--- config.mk ---
export PLATFORM = sky130hd
export DESIGN_NAME = midi_track_event_parser
export DESIGN_NICKNAME = d
export VERILOG_FILES = /design/src/mtep_pkg.sv /design/src/mtep_parse.sv /design/src/midi_track_event_parser.sv
export SDC_FILE = /design/constraint.sdc
export NUM_CORES = 1
export LEC_CHECK = 0
export BUFFER_PORTS_ARGS = -buffer_cell sky130_fd_sc_hd__buf_2
export CAP_MARGIN = 20
export CORE_MARGIN = 5
export CORE_UTILIZATION = 25
export CTS_CLUSTER_DIAMETER = 40
export CTS_CLUSTER_SIZE = 14
export DETAILED_ROUTE_END_ITERATION = 8
export HOLD_SLACK_MARGIN = 0.1
export PLACE_DENSITY_LB_ADDON = 0.08
export SLEW_MARGIN = 40
export SYNTH_ARGS = -nofsm -noshare
export SYNTH_HDL_FRONTEND = slang
export SYNTH_HIERARCHICAL = 1
export SYNTH_SLANG_ARGS = --single-unit
--- constraint.sdc ---
create_clock -name clk -period 10.15 [get_ports clk]
set_input_delay 1.015 -clock clk [delete_from_list [all_inputs] [get_ports clk]]
set_output_delay 1.015 -clock clk [all_outputs]
set_load 0.02 [all_outputs]
--- src/mtep_pkg.sv ---
`timescale 1ns / 1ps
// shared types and constants for the midi track event parser
// no dependencies
package mtep_pkg;

  localparam int MTEP_TICK_BITS  = 32;
  localparam int MTEP_COUNT_BITS = 32;

  localparam logic [23:0] TEMPO_RESET = 24'd500000;

  // event classes on the result channel
  localparam logic [3:0] CLS_NOTE_ON  = 4'd0;
  localparam logic [3:0] CLS_NOTE_OFF = 4'd1;
  localparam logic [3:0] CLS_CHAN     = 4'd2;
  localparam logic [3:0] CLS_SYSEX    = 4'd3;
  localparam logic [3:0] CLS_SYSTEM   = 4'd4;
  localparam logic [3:0] CLS_TEMPO    = 4'd5;
  localparam logic [3:0] CLS_END      = 4'd6;
  localparam logic [3:0] CLS_META     = 4'd7;
  localparam logic [3:0] CLS_ERROR    = 4'd8;

  typedef struct packed {
    logic        event_end;
    logic [3:0]  event_class;
    logic [3:0]  channel;
    logic [31:0] tick_time;
    logic [31:0] note_total;
    logic [15:0] voices;
    logic [23:0] tempo_us;
    logic        track_done;
  } mtep_result_t;

endpackage

--- src/mtep_parse.sv ---
`timescale 1ns / 1ps
// parser state and single-pass byte decode for the midi track event parser
// depends on mtep_pkg
module mtep_parse import mtep_pkg::*; #(
  parameter int TICK_BITS  = MTEP_TICK_BITS,
  parameter int COUNT_BITS = MTEP_COUNT_BITS
) (
  input  logic         clk,
  input  logic         rst_n,
  input  logic         step,
  input  logic [7:0]   data_byte,
  input  logic         track_start,
  output mtep_result_t res
);

  localparam logic [3:0] PH_DELTA  = 4'd0;
  localparam logic [3:0] PH_STATUS = 4'd1;
  localparam logic [3:0] PH_CHAN   = 4'd2;
  localparam logic [3:0] PH_SYSEX  = 4'd3;
  localparam logic [3:0] PH_SYS    = 4'd4;
  localparam logic [3:0] PH_MTYPE  = 4'd5;
  localparam logic [3:0] PH_MLEN   = 4'd6;
  localparam logic [3:0] PH_MDATA  = 4'd7;
  localparam logic [3:0] PH_DONE   = 4'd8;

  localparam logic [7:0] ST_NOTE_ON  = 8'h90;
  localparam logic [7:0] ST_NOTE_OFF = 8'h80;
  localparam logic [7:0] ST_SYSEX    = 8'hF0;
  localparam logic [7:0] ST_SYSEX_END = 8'hF7;
  localparam logic [7:0] ST_META     = 8'hFF;
  localparam logic [7:0] ST_SONG_POS = 8'hF2;
  localparam logic [7:0] ST_SONG_SEL = 8'hF3;
  localparam logic [7:0] META_TEMPO  = 8'h51;
  localparam logic [7:0] META_EOT    = 8'h2F;
  localparam logic [3:0] HI_PROG     = 4'hC;
  localparam logic [3:0] HI_PRESS    = 4'hD;

  localparam int SW = ((TICK_BITS > 28) ? TICK_BITS : 28) + 1;

  logic [3:0]            phase_r, phase_nxt;
  logic [7:0]            running_r, running_nxt;
  logic [7:0]            cur_r, cur_nxt;
  logic [7:0]            meta_r, meta_nxt;
  logic [27:0]           vlq_r, vlq_nxt;
  logic [27:0]           skip_r, skip_nxt;
  logic [1:0]            dl_r, dl_nxt;
  logic [TICK_BITS-1:0]  tick_r, tick_nxt;
  logic [COUNT_BITS-1:0] note_r, note_nxt;
  logic [15:0]           poly_r, poly_nxt;
  logic [23:0]           tempo_r, tempo_nxt;
  logic                  ended_r, ended_nxt;

  logic       ev_end;
  logic [3:0] ev_cls;
  logic [3:0] ev_ch;

  always_comb begin
    logic [27:0]   vlq_sh7;
    logic [SW-1:0] tsum;
    logic          do_fin;
    logic          do_chan;
    logic          do_meta;
    logic          meta_load;
    logic          to_done;
    logic [3:0]    fin_cls;

    phase_nxt   = phase_r;
    running_nxt = running_r;
    cur_nxt     = cur_r;
    meta_nxt    = meta_r;
    vlq_nxt     = vlq_r;
    skip_nxt    = skip_r;
    dl_nxt      = dl_r;
    tick_nxt    = tick_r;
    note_nxt    = note_r;
    poly_nxt    = poly_r;
    tempo_nxt   = tempo_r;
    ended_nxt   = ended_r;
    do_fin      = 1'b0;
    do_chan     = 1'b0;
    do_meta     = 1'b0;
    meta_load   = 1'b0;
    to_done     = 1'b0;
    fin_cls     = CLS_NOTE_ON;
    ev_end      = 1'b0;
    ev_cls      = CLS_NOTE_ON;
    ev_ch       = 4'd0;

    // a new track restarts the parse before this byte is looked at
    if (track_start) begin
      tick_nxt    = '0;
      running_nxt = 8'd0;
      ended_nxt   = 1'b0;
      vlq_nxt     = 28'd0;
      skip_nxt    = 28'd0;
      dl_nxt      = 2'd0;
      phase_nxt   = PH_DELTA;
    end

    vlq_sh7 = {vlq_nxt[20:0], data_byte[6:0]};
    tsum    = SW'(tick_nxt) + SW'(vlq_sh7);

    case (phase_nxt)
      PH_DELTA: begin
        vlq_nxt = vlq_sh7;
        if (!data_byte[7]) begin
          if (|tsum[SW-1:TICK_BITS]) tick_nxt = '1;
          else tick_nxt = tsum[TICK_BITS-1:0];
          vlq_nxt   = 28'd0;
          phase_nxt = PH_STATUS;
        end
      end
      PH_STATUS: begin
        if (data_byte[7]) begin
          cur_nxt = data_byte;
          if (data_byte < ST_SYSEX) begin
            running_nxt = data_byte;
            dl_nxt = (data_byte[7:4] == HI_PROG || data_byte[7:4] == HI_PRESS) ? 2'd1 : 2'd2;
            phase_nxt = PH_CHAN;
          end else begin
            running_nxt = 8'd0;
            if (data_byte == ST_SYSEX) begin
              phase_nxt = PH_SYSEX;
            end else if (data_byte == ST_META) begin
              phase_nxt = PH_MTYPE;
            end else if (data_byte == ST_SONG_POS) begin
              dl_nxt = 2'd2;
              phase_nxt = PH_SYS;
            end else if (data_byte == ST_SONG_SEL) begin
              dl_nxt = 2'd1;
              phase_nxt = PH_SYS;
            end else begin
              do_fin  = 1'b1;
              fin_cls = CLS_SYSTEM;
            end
          end
        end else if (running_nxt == 8'd0) begin
          do_fin  = 1'b1;
          fin_cls = CLS_ERROR;
        end else begin
          // running status: this byte is the first data byte
          cur_nxt = running_nxt;
          if (running_nxt[7:4] == HI_PROG || running_nxt[7:4] == HI_PRESS) begin
            dl_nxt  = 2'd0;
            do_chan = 1'b1;
          end else begin
            dl_nxt    = 2'd1;
            phase_nxt = PH_CHAN;
          end
        end
      end
      PH_CHAN: begin
        dl_nxt = dl_nxt - 2'd1;
        if (dl_nxt == 2'd0) do_chan = 1'b1;
      end
      PH_SYS: begin
        dl_nxt = dl_nxt - 2'd1;
        if (dl_nxt == 2'd0) begin
          do_fin  = 1'b1;
          fin_cls = CLS_SYSTEM;
        end
      end
      PH_SYSEX: begin
        if (data_byte == ST_SYSEX_END) begin
          do_fin  = 1'b1;
          fin_cls = CLS_SYSEX;
        end
      end
      PH_MTYPE: begin
        meta_nxt  = data_byte;
        vlq_nxt   = 28'd0;
        phase_nxt = PH_MLEN;
      end
      PH_MLEN: begin
        vlq_nxt = vlq_sh7;
        if (!data_byte[7]) begin
          skip_nxt = vlq_sh7;
          vlq_nxt  = 28'd0;
          if (vlq_sh7 == 28'd0) do_meta = 1'b1;
          else phase_nxt = PH_MDATA;
        end
      end
      PH_MDATA: begin
        vlq_nxt  = {4'd0, vlq_nxt[15:0], data_byte};
        skip_nxt = skip_nxt - 28'd1;
        if (skip_nxt == 28'd0) begin
          do_meta   = 1'b1;
          meta_load = 1'b1;
        end
      end
      default: begin
        phase_nxt = PH_DONE;
      end
    endcase

    if (do_chan) begin
      do_fin = 1'b1;
      ev_ch  = cur_nxt[3:0];
      if (cur_nxt[7:4] == ST_NOTE_ON[7:4]) begin
        fin_cls = CLS_NOTE_ON;
        if (~&note_nxt) note_nxt = note_nxt + COUNT_BITS'(1);
        if (~&poly_nxt) poly_nxt = poly_nxt + 16'd1;
      end else if (cur_nxt[7:4] == ST_NOTE_OFF[7:4]) begin
        fin_cls = CLS_NOTE_OFF;
        if (|poly_nxt) poly_nxt = poly_nxt - 16'd1;
      end else begin
        fin_cls = CLS_CHAN;
      end
    end

    if (do_meta) begin
      do_fin = 1'b1;
      if (meta_nxt == META_EOT) begin
        ended_nxt = 1'b1;
        fin_cls   = CLS_END;
        to_done   = 1'b1;
      end else if (meta_nxt == META_TEMPO) begin
        if (meta_load) tempo_nxt = vlq_nxt[23:0];
        fin_cls = CLS_TEMPO;
      end else begin
        fin_cls = CLS_META;
      end
    end

    if (do_fin) begin
      ev_end    = 1'b1;
      ev_cls    = fin_cls;
      vlq_nxt   = 28'd0;
      phase_nxt = to_done ? PH_DONE : PH_DELTA;
    end
  end

  always_ff @(posedge clk) begin
    if (!rst_n) begin
      phase_r   <= PH_DELTA;
      running_r <= 8'd0;
      cur_r     <= 8'd0;
      meta_r    <= 8'd0;
      vlq_r     <= 28'd0;
      skip_r    <= 28'd0;
      dl_r      <= 2'd0;
      tick_r    <= '0;
      note_r    <= '0;
      poly_r    <= 16'd0;
      tempo_r   <= TEMPO_RESET;
      ended_r   <= 1'b0;
    end else if (step) begin
      phase_r   <= phase_nxt;
      running_r <= running_nxt;
      cur_r     <= cur_nxt;
      meta_r    <= meta_nxt;
      vlq_r     <= vlq_nxt;
      skip_r    <= skip_nxt;
      dl_r      <= dl_nxt;
      tick_r    <= tick_nxt;
      note_r    <= note_nxt;
      poly_r    <= poly_nxt;
      tempo_r   <= tempo_nxt;
      ended_r   <= ended_nxt;
    end
  end

  // saturate the wide counters onto the 32-bit result fields
  logic [31:0] tick_out;
  logic [31:0] note_out;

  generate
    if (TICK_BITS > 32) begin : g_tick_wide
      assign tick_out = (|tick_nxt[TICK_BITS-1:32]) ? '1 : tick_nxt[31:0];
    end else if (TICK_BITS == 32) begin : g_tick_eq
      assign tick_out = tick_nxt;
    end else begin : g_tick_narrow
      assign tick_out = {{(32-TICK_BITS){1'b0}}, tick_nxt};
    end
    if (COUNT_BITS > 32) begin : g_note_wide
      assign note_out = (|note_nxt[COUNT_BITS-1:32]) ? '1 : note_nxt[31:0];
    end else if (COUNT_BITS == 32) begin : g_note_eq
      assign note_out = note_nxt;
    end else begin : g_note_narrow
      assign note_out = {{(32-COUNT_BITS){1'b0}}, note_nxt};
    end
  endgenerate

  always_comb begin
    res.event_end   = ev_end;
    res.event_class = ev_cls;
    res.channel     = ev_ch;
    res.tick_time   = tick_out;
    res.note_total  = note_out;
    res.voices      = poly_nxt;
    res.tempo_us    = tempo_nxt;
    res.track_done  = ended_nxt;
  end

  // the end-of-track event always lands in the done phase
  a_end_to_done: assert property (@(posedge clk) disable iff (!rst_n)
    step && ev_end && ev_cls == CLS_END |=> phase_r == PH_DONE && ended_r)
    else $error("end of track did not park the parser");

  // once done, bytes without a track start leave the parse untouched
  a_done_holds: assert property (@(posedge clk) disable iff (!rst_n)
    step && phase_r == PH_DONE && !track_start |-> !ev_end)
    else $error("event reported after end of track");

  // a completed event always clears the length accumulator
  a_fin_clears: assert property (@(posedge clk) disable iff (!rst_n)
    step && ev_end |=> vlq_r == 28'd0)
    else $error("accumulator left dirty after event");

endmodule

--- src/midi_track_event_parser.sv ---
`timescale 1ns / 1ps
// top level of the midi track event parser: input register, decode, result register
// depends on mtep_pkg and mtep_parse
//
// usage
//   input channel: one track byte per request (in_data_byte), with in_track_start
//   high on the first byte of a track; that clears the tick time, running status
//   and the done flag before the byte is parsed. note count, polyphony and tempo
//   carry over between tracks.
//   result channel: exactly one request per input byte, in order. out_event_end
//   marks the byte that completes an event; class and channel are zero otherwise.
//   tick time, note total, voices, tempo and track done always show the state
//   after that byte.
//   out_valid rises once an accepted byte has passed the input register and then
//   been decoded into the result register. throughput: one byte per cycle while
//   out_ready stays high, set by the single pass of decode logic between the two
//   registers.
//   stall: while out_ready is low the result register holds; the input register
//   still takes one more byte, after which in_ready drops until the result moves.
//   reset: synchronous, active low; both registers empty, tick and counters zero,
//   tempo 500000 us per quarter note, parser waiting for a delta time.
module midi_track_event_parser import mtep_pkg::*; #(
  parameter int TICK_BITS  = MTEP_TICK_BITS,
  parameter int COUNT_BITS = MTEP_COUNT_BITS
) (
  input  logic        clk,
  input  logic        rst_n,
  input  logic        in_valid,
  output logic        in_ready,
  input  logic [7:0]  in_data_byte,
  input  logic        in_track_start,
  output logic        out_valid,
  input  logic        out_ready,
  output logic        out_event_end,
  output logic [3:0]  out_event_class,
  output logic [3:0]  out_channel,
  output logic [31:0] out_tick_time,
  output logic [31:0] out_note_total,
  output logic [15:0] out_voices,
  output logic [23:0] out_tempo_us,
  output logic        out_track_done
);

  // input register
  logic       in_vld_r;
  logic [7:0] byte_r;
  logic       start_r;

  // result register
  logic         out_vld_r;
  mtep_result_t res_r;
  mtep_result_t res_nxt;

  // the byte in the input register is decoded when the result slot is free or leaving
  logic advance;
  assign advance  = in_vld_r && (!out_vld_r || out_ready);
  assign in_ready = !in_vld_r || advance;

  always_ff @(posedge clk) begin
    if (!rst_n) begin
      in_vld_r <= 1'b0;
    end else if (in_ready) begin
      in_vld_r <= in_valid;
    end
  end

  always_ff @(posedge clk) begin
    if (in_valid && in_ready) begin
      byte_r  <= in_data_byte;
      start_r <= in_track_start;
    end
  end

  mtep_parse #(
    .TICK_BITS  (TICK_BITS),
    .COUNT_BITS (COUNT_BITS)
  ) u_parse (
    .clk         (clk),
    .rst_n       (rst_n),
    .step        (advance),
    .data_byte   (byte_r),
    .track_start (start_r),
    .res         (res_nxt)
  );

  always_ff @(posedge clk) begin
    if (!rst_n) begin
      out_vld_r <= 1'b0;
    end else if (advance) begin
      out_vld_r <= 1'b1;
    end else if (out_ready) begin
      out_vld_r <= 1'b0;
    end
  end

  always_ff @(posedge clk) begin
    if (advance) begin
      res_r <= res_nxt;
    end
  end

  assign out_valid       = out_vld_r;
  assign out_event_end   = res_r.event_end;
  assign out_event_class = res_r.event_class;
  assign out_channel     = res_r.channel;
  assign out_tick_time   = res_r.tick_time;
  assign out_note_total  = res_r.note_total;
  assign out_voices      = res_r.voices;
  assign out_tempo_us    = res_r.tempo_us;
  assign out_track_done  = res_r.track_done;

  // input side only backs up when both registers are full and the receiver stalls
  a_ready_cause: assert property (@(posedge clk) disable iff (!rst_n)
    !in_ready |-> in_vld_r && out_vld_r && !out_ready)
    else $error("input stalled without a full pipe");

  // class and channel are quiet on bytes that complete nothing
  a_quiet_fields: assert property (@(posedge clk) disable iff (!rst_n)
    out_vld_r && !out_event_end |-> out_event_class == CLS_NOTE_ON && out_channel == 4'd0)
    else $error("class or channel set without an event");

  // the note total never goes backwards from one result to the next
  a_notes_grow: assert property (@(posedge clk) disable iff (!rst_n)
    advance && out_vld_r |=> out_note_total >= $past(out_note_total))
    else $error("note total decreased");

  // an end-of-track event always reports the track as done
  a_end_flag: assert property (@(posedge clk) disable iff (!rst_n)
    out_vld_r && out_event_end && out_event_class == CLS_END |-> out_track_done)
    else $error("end of track without done flag");

endmodule
---- Yosys cells after proc, flatten, opt, wreduce, memory -nomap -nowiden ----
Cells that the tools add are included.
operators by class
  equal/unequal tests ..................... 20
  bitwise logic cells ..................... 0
  add/subtract/negate cells ............... 6
  order comparisons ....................... 1
  div/mod/pow operators ................... 0
  $mul .................................... 0
  shift operators ......................... 0
  reduce and logical (&&, ||, !) cells .... 20
  mux-type cells .......................... 102
operators with widths
  cell                                                                    count
  32-bit two-way mux                                                      7
  24-bit two-way mux                                                      7
  4-bit two-way mux                                                       24
  16-bit two-way mux                                                      5
  24-bit one-hot mux with 3 select lines                                  1
  8-bit two-way mux                                                       8
  28-bit zero test                                                        2
  28-bit two-way mux                                                      2
  28-bit one-hot mux with 2 select lines                                  1
  8-bit equality test (second input constant)                             5
  32-bit by 28-bit adder with 33-bit output                               1
  32-bit by 1-bit adder with 32-bit output (second input constant)        1
  32-bit AND reduction                                                    1
  28-bit by 1-bit subtractor with 28-bit output (second input constant)   1
  1-bit two-way mux                                                       27
  4-bit equality test (second input constant)                             6
  2-bit two-way mux                                                       12
  4-bit one-hot mux with 5 select lines                                   1
  16-bit by 1-bit adder with 16-bit output (second input constant)        1
  4-bit by 3-bit equality test with 1-bit output (second input constant)  4
  16-bit AND reduction                                                    1
  16-bit OR reduction                                                     1
  16-bit by 1-bit subtractor with 16-bit output (second input constant)   1
  4-bit one-hot mux with 3 select lines                                   1
  other kinds (19)                                                        28
storage, ports and cells
  memory bits (writable) .................. 0
  output and inout bits ................... 116
  logic and storage cells ................. 173
  memories kept ........................... 0
  latch bits .............................. 0
  register bits after elaboration ......... 312
  ROM bits ................................ 0
  input bits .............................. 13

---- Longest topological paths before layout ----
  depth after elaboration ................. 11
  depth in mapped cells ................... 20

---- Cells and area by module ----
Netlist, hierarchy kept.
modules (own cells, without submodules)
  module                   cells each  instances  area each (µm²)  seq. area each (µm²)
  mtep_parse               1894        1          13960.9          3743.6
  midi_track_event_parser  132         1          3797.4           3733.6

---- Worst setup path after synthesis ----
No wires, ideal clock.
  kind .................................... input to register
  start ................................... input out_ready
  end ..................................... register u_parse.note_r[25]
  path buffers ............................ 1
  setup time .............................. 76 ps
  arrival ................................. 9322 ps
  data required time ...................... 10074 ps
  path slack .............................. 752 ps
  stages .................................. 9
  path through ............................ nor2b_4 -> nor2b_1 -> clkinv_1 -> nor4_1 -> nand4b_1 -> or2_2 -> clkbuf_1 -> or3_1 -> a21boi_0
between the ends
  longest elaborated chain between the ends .. 2
RTL lines
  what                    line                           source
  start: declaration      midi_track_event_parser.sv:33  input logic out_ready,
  1-bit logical OR        midi_track_event_parser.sv:56  assign advance = in_vld_r && (!out_vld_r || out_ready);
  1-bit logical AND       midi_track_event_parser.sv:56
  named net advance       midi_track_event_parser.sv:55  logic advance;
  end signal: assignment  mtep_parse.sv:256              note_r <= note_nxt;
  end: declaration        mtep_parse.sv:48               logic [COUNT_BITS-1:0] note_r, note_nxt;
The timed path passes the listed nets, and every way through them passes these cells.
A chain may end at the register's enable or synchronous reset.

---- Final worst setup path ----
  start ................................... register start_r
  end ..................................... register u_parse.tempo_r[11]
between the ends
  longest elaborated chain between the ends .. 9
  elaborated cells on any way between the ends .. 25
  classes of those cells .................. add/sub: 1; eq/ne: 5; mux: 15; reduce/logical: 4
RTL lines
  what                                           line                           source
  start: declaration                             midi_track_event_parser.sv:47  logic start_r;
  start signal: assignment                       midi_track_event_parser.sv:70  start_r <= in_track_start;
  28-bit two-way mux                             mtep_parse.sv:90               if (track_start) begin
  28-bit by 1-bit subtractor with 28-bit output  mtep_parse.sv:185              skip_nxt = skip_nxt - 28'd1;
  28-bit zero test                               mtep_parse.sv:186              if (skip_nxt == 28'd0) begin
  1-bit two-way mux                              mtep_parse.sv:186
  1-bit two-way mux                              mtep_parse.sv:103              case (phase_nxt)
  24-bit two-way mux                             mtep_parse.sv:218              if (meta_load) tempo_nxt = vlq_nxt[23:0];
  24-bit two-way mux                             mtep_parse.sv:217              end else if (meta_nxt == META_TEMPO) begin
  24-bit two-way mux                             mtep_parse.sv:213              if (meta_nxt == META_EOT) begin
  24-bit two-way mux *                           mtep_parse.sv:211              if (do_meta) begin
  end signal: assignment                         mtep_parse.sv:258              tempo_r <= tempo_nxt;
  end: declaration                               mtep_parse.sv:50               logic [23:0] tempo_r, tempo_nxt;
Every way passes the cells marked *; elsewhere a longest branch is shown, timed or not.

==> impl_metrics.env <==
export IMPL_rows=97
export IMPL_fillers=7443
export IMPL_root_buffer="clkbuf_16"
export IMPL_first_global_vias=15120
export IMPL_switchingPower_uw=971.0
export IMPL_period_share_pct=49.07
export IMPL_synth_xor_area_share_pct=5.376
export IMPL_syn_area_sq_mm=0.01776
export IMPL_post_cts_buffers=0
export IMPL_avgSynthCellArea_sq_um=8.765
export IMPL_synth_fp_nets=2075
export IMPL_syn_inst=2026
export IMPL_synth_compound_area_share_pct=19.64
export IMPL_setup_viol=0
export IMPL_die_y_um=276.5
export IMPL_dpl_hpwl_um=42860
export IMPL_drt_first_pass_iters=5
export IMPL_drive_gt1_share_pct=14.49
export IMPL_yosys_warnings=6
export IMPL_grt_pass1_wl_um=95190
export IMPL_outcome="finished, final reports clean"
export IMPL_die_area_sq_mm=0.07646
export IMPL_cp_start_kind="flop"
export IMPL_cts_tree="yes"
export IMPL_critPathMaxFanout=61
export IMPL_synth_edff_count=123
export IMPL_clock_fmax_ghz=0.2008
export IMPL_muxShareOfSynthArea_pct=2.212
export IMPL_synth_top_family_by_area="simple AND/OR/NAND/NOR gates"
export IMPL_grt_setup_unrepaired="false"
export IMPL_port_buffers=128
export IMPL_ir_worst_vdd_mv=0.08680
export IMPL_num_vias=15610
export IMPL_clk_path_buf_depth=3
export IMPL_slew_violations=0
export IMPL_drc=0
export IMPL_path_class="flop to flop"
export IMPL_synth_top_cell_by_area="dfxtp_1"
export IMPL_fin_setup_tns_ns=0
export IMPL_core_region_area_sq_mm=0.07027
export IMPL_antenna_found_initial=1
export IMPL_drt_iter0_drc=990
export IMPL_htree_num_levels=3
export IMPL_power_frac_seq_pct=35.7
export IMPL_leakage_uw=0.007878
export IMPL_final_hold_viol_count=0
export IMPL_area_delta_synth_final_pct=21.00
export IMPL_hold_class="flop to flop"
export IMPL_critPathArrivalTime_ns=5.42
export IMPL_cts_buffers=66
export IMPL_synth_area_leaders="dfxtp_1 21%, edfxtp_1 21%, nand2_1 4.6%"
export IMPL_synthAdderAreaFrac_pct=2.579
export IMPL_grt_overflow_total=0
export IMPL_synthDistinctLibCells=96
export IMPL_track_usage_pct=15.72
export IMPL_p_int_uw=2831
export IMPL_clkPwrFrac_pct=57.1
export IMPL_grt_max_degree=119
export IMPL_p_total_uw=3802
export IMPL_io_pins=129
export IMPL_place_gp_congestion=0.8636
export IMPL_cts_resized=0
export IMPL_synthFlopType="dfxtp_1"
export IMPL_clock_latency_ns=0.59
export IMPL_swShare_pct=25.54
export IMPL_pwr_share_comb_pct=7.2
export IMPL_tightest_slew_ns=0.9123
export IMPL_hold_buffers=0
export IMPL_cp_end_kind="flop"
export IMPL_synth_simple_area_share_pct=23.87
export IMPL_async_flop_share_pct=0
export IMPL_synth_top_area_share_pct=21.31
export IMPL_finalCriticalPeriod_ns=4.981
export IMPL_vias_per_cell=5.032
export IMPL_wl_per_cell_um=20.04
export IMPL_cap_violations=0
export IMPL_power_density_mw_per_mm2=176.9
export IMPL_cts_num_sinks=312
export IMPL_ys_ff_latch=312
export IMPL_relSlewSlack_pct=39.18
export IMPL_nets=2155
export IMPL_finClkSkew_ns=0.01546
export IMPL_drt_total_wl_um=62170
export IMPL_clk_pin_slew_worst_paths_ns=0.05
export IMPL_start_util_pct=25.27
export IMPL_ant_nets=0
export IMPL_die_w_um=276.5
export IMPL_required_ns=10.59
export IMPL_synth_seq_area_share_pct=42.11
==> critical path: stages, from the launching register on <==
cell	delay [ns]
edfxtp_1	0.32
buf_4	0.54
inv_1	0.19
nand2_1	0.17
ha_1	0.52
or4b_2	0.69
xor2_1	0.16
a22oi_1	0.10
a2111oi_0	0.48
nand4_1	0.25
nor4_4	0.54
nand3_4	0.47
nand3_1	0.23
o21ai_0	0.10
==> final cells by class <==
cell class	instances	area, sq um	share of cell area [%]
multi-input cells	1531	9600	44.68
flip-flops and latches	312	7477	34.80
clock buffers	86	1859	8.653
well taps	940	1176	5.473
repair buffers	149	817.0	3.802
clock inverters	36	380.4	1.770
inverters	46	172.7	0.8035
diodes	2	5.005	0.02329
==> cells by family (layout without fill, tap and decap cells) <==
| logic type | Yosys count | count (layout) |
|---|---|---|
| and+or+nand+nor | 818 | 818 |
| AOI/OAI and AO/OA | 529 | 529 |
| DFF | 312 | 312 |
| buffers and inverters | 183 | 317 |
| xor gates and xnor gates | 109 | 109 |
| muxes | 39 | 39 |
| adders and majority gates | 36 | 36 |
| other | 0 | 2 |
==> registers in the layout, summed over array words and instances, names as in the netlist, 24 cells and up <==
name	count
out_tick_time	32
u_parse/tick_r	32
u_parse/vlq_r	24
out_tempo_us	24
out_note_total	32
u_parse/note_r	32
u_parse/tempo_r	24
u_parse/skip_r	28
==> per-stage QoR <==
stage,area [sq um],util (%),worst slack [ns],hold WS [ns],instances
6_report,21490,30.58,5.169,0.4539,3102
5_1_grt,21480,30.57,4.728,0.4726,3100
4_1_cts,21480,30.57,5.014,0.4547,3100
3_5_place_dp,19240,27.38,5.068,0.4439,2978
3_3_place_gp,19190,27.31,4.877,0.4308,2978
2_1_floorplan,17760,-,0.7520,0.4173,2026
==> path summary, 6_finish.rpt <==
kind / slack (ns) / startpoint / end / depth (start not counted)
min: 0.45 / u_parse/vlq_r[23] / u_parse/vlq_r[23] / 2
max: 5.17 / start_r / u_parse/tempo_r[11] / 13
max reg2reg: 5.17 / start_r / u_parse/tempo_r[11] / 13
min reg2reg: 0.45 / u_parse/vlq_r[23] / u_parse/vlq_r[23] / 2
==> cell usage after synthesis (all sizes together), types with 37 or more instances <==
| cell type | instances |
|---|---|
| o21ai | 164 |
| and2 | 41 |
| nor3 | 41 |
| edfxtp | 123 |
| a21oi | 98 |
| mux2i | 37 |
| a22oi | 43 |
| nor2 | 141 |
| xnor2 | 76 |
| inv | 45 |
| nor2b | 125 |
| clkbuf | 113 |
| dfxtp | 189 |
| nand2 | 217 |
| nand3 | 72 |
==> placed cells by master, fill, tap and decap left out, types with 71 or more instances in the layout <==
cell type | synthesis | layout
o21ai_0 | 146 | 144
xnor2_1 | 76 | 76
nor2b_1 | 124 | 122
edfxtp_1 | 123 | 123
nand2_1 | 217 | 217
dfxtp_1 | 189 | 189
nand3_1 | 71 | 71
nor2_1 | 138 | 135
a21oi_1 | 97 | 96
buf_2 | 6 | 127
==> layer usage <==
layer	routed length (um)	track usage, %
met2	28850	25.47
met4	1671	5.071
met3	2935	2.961
met5	0	0
met1	28720	21.25
==> power groups by stage <==
| stage | clock network, uW | registers [uW] | logic, uW |
|---|---|---|---|
| floorplan | 0 | 1400 | 159 |
| global placement | 0 | 1380 | 276 |
| detailed placement | 0 | 1380 | 277 |
| CTS | 2240 | 1360 | 278 |
| global route | 2300 | 1360 | 300 |
| finish | 2170 | 1360 | 274 |
(Power assumes the default switching activity.)
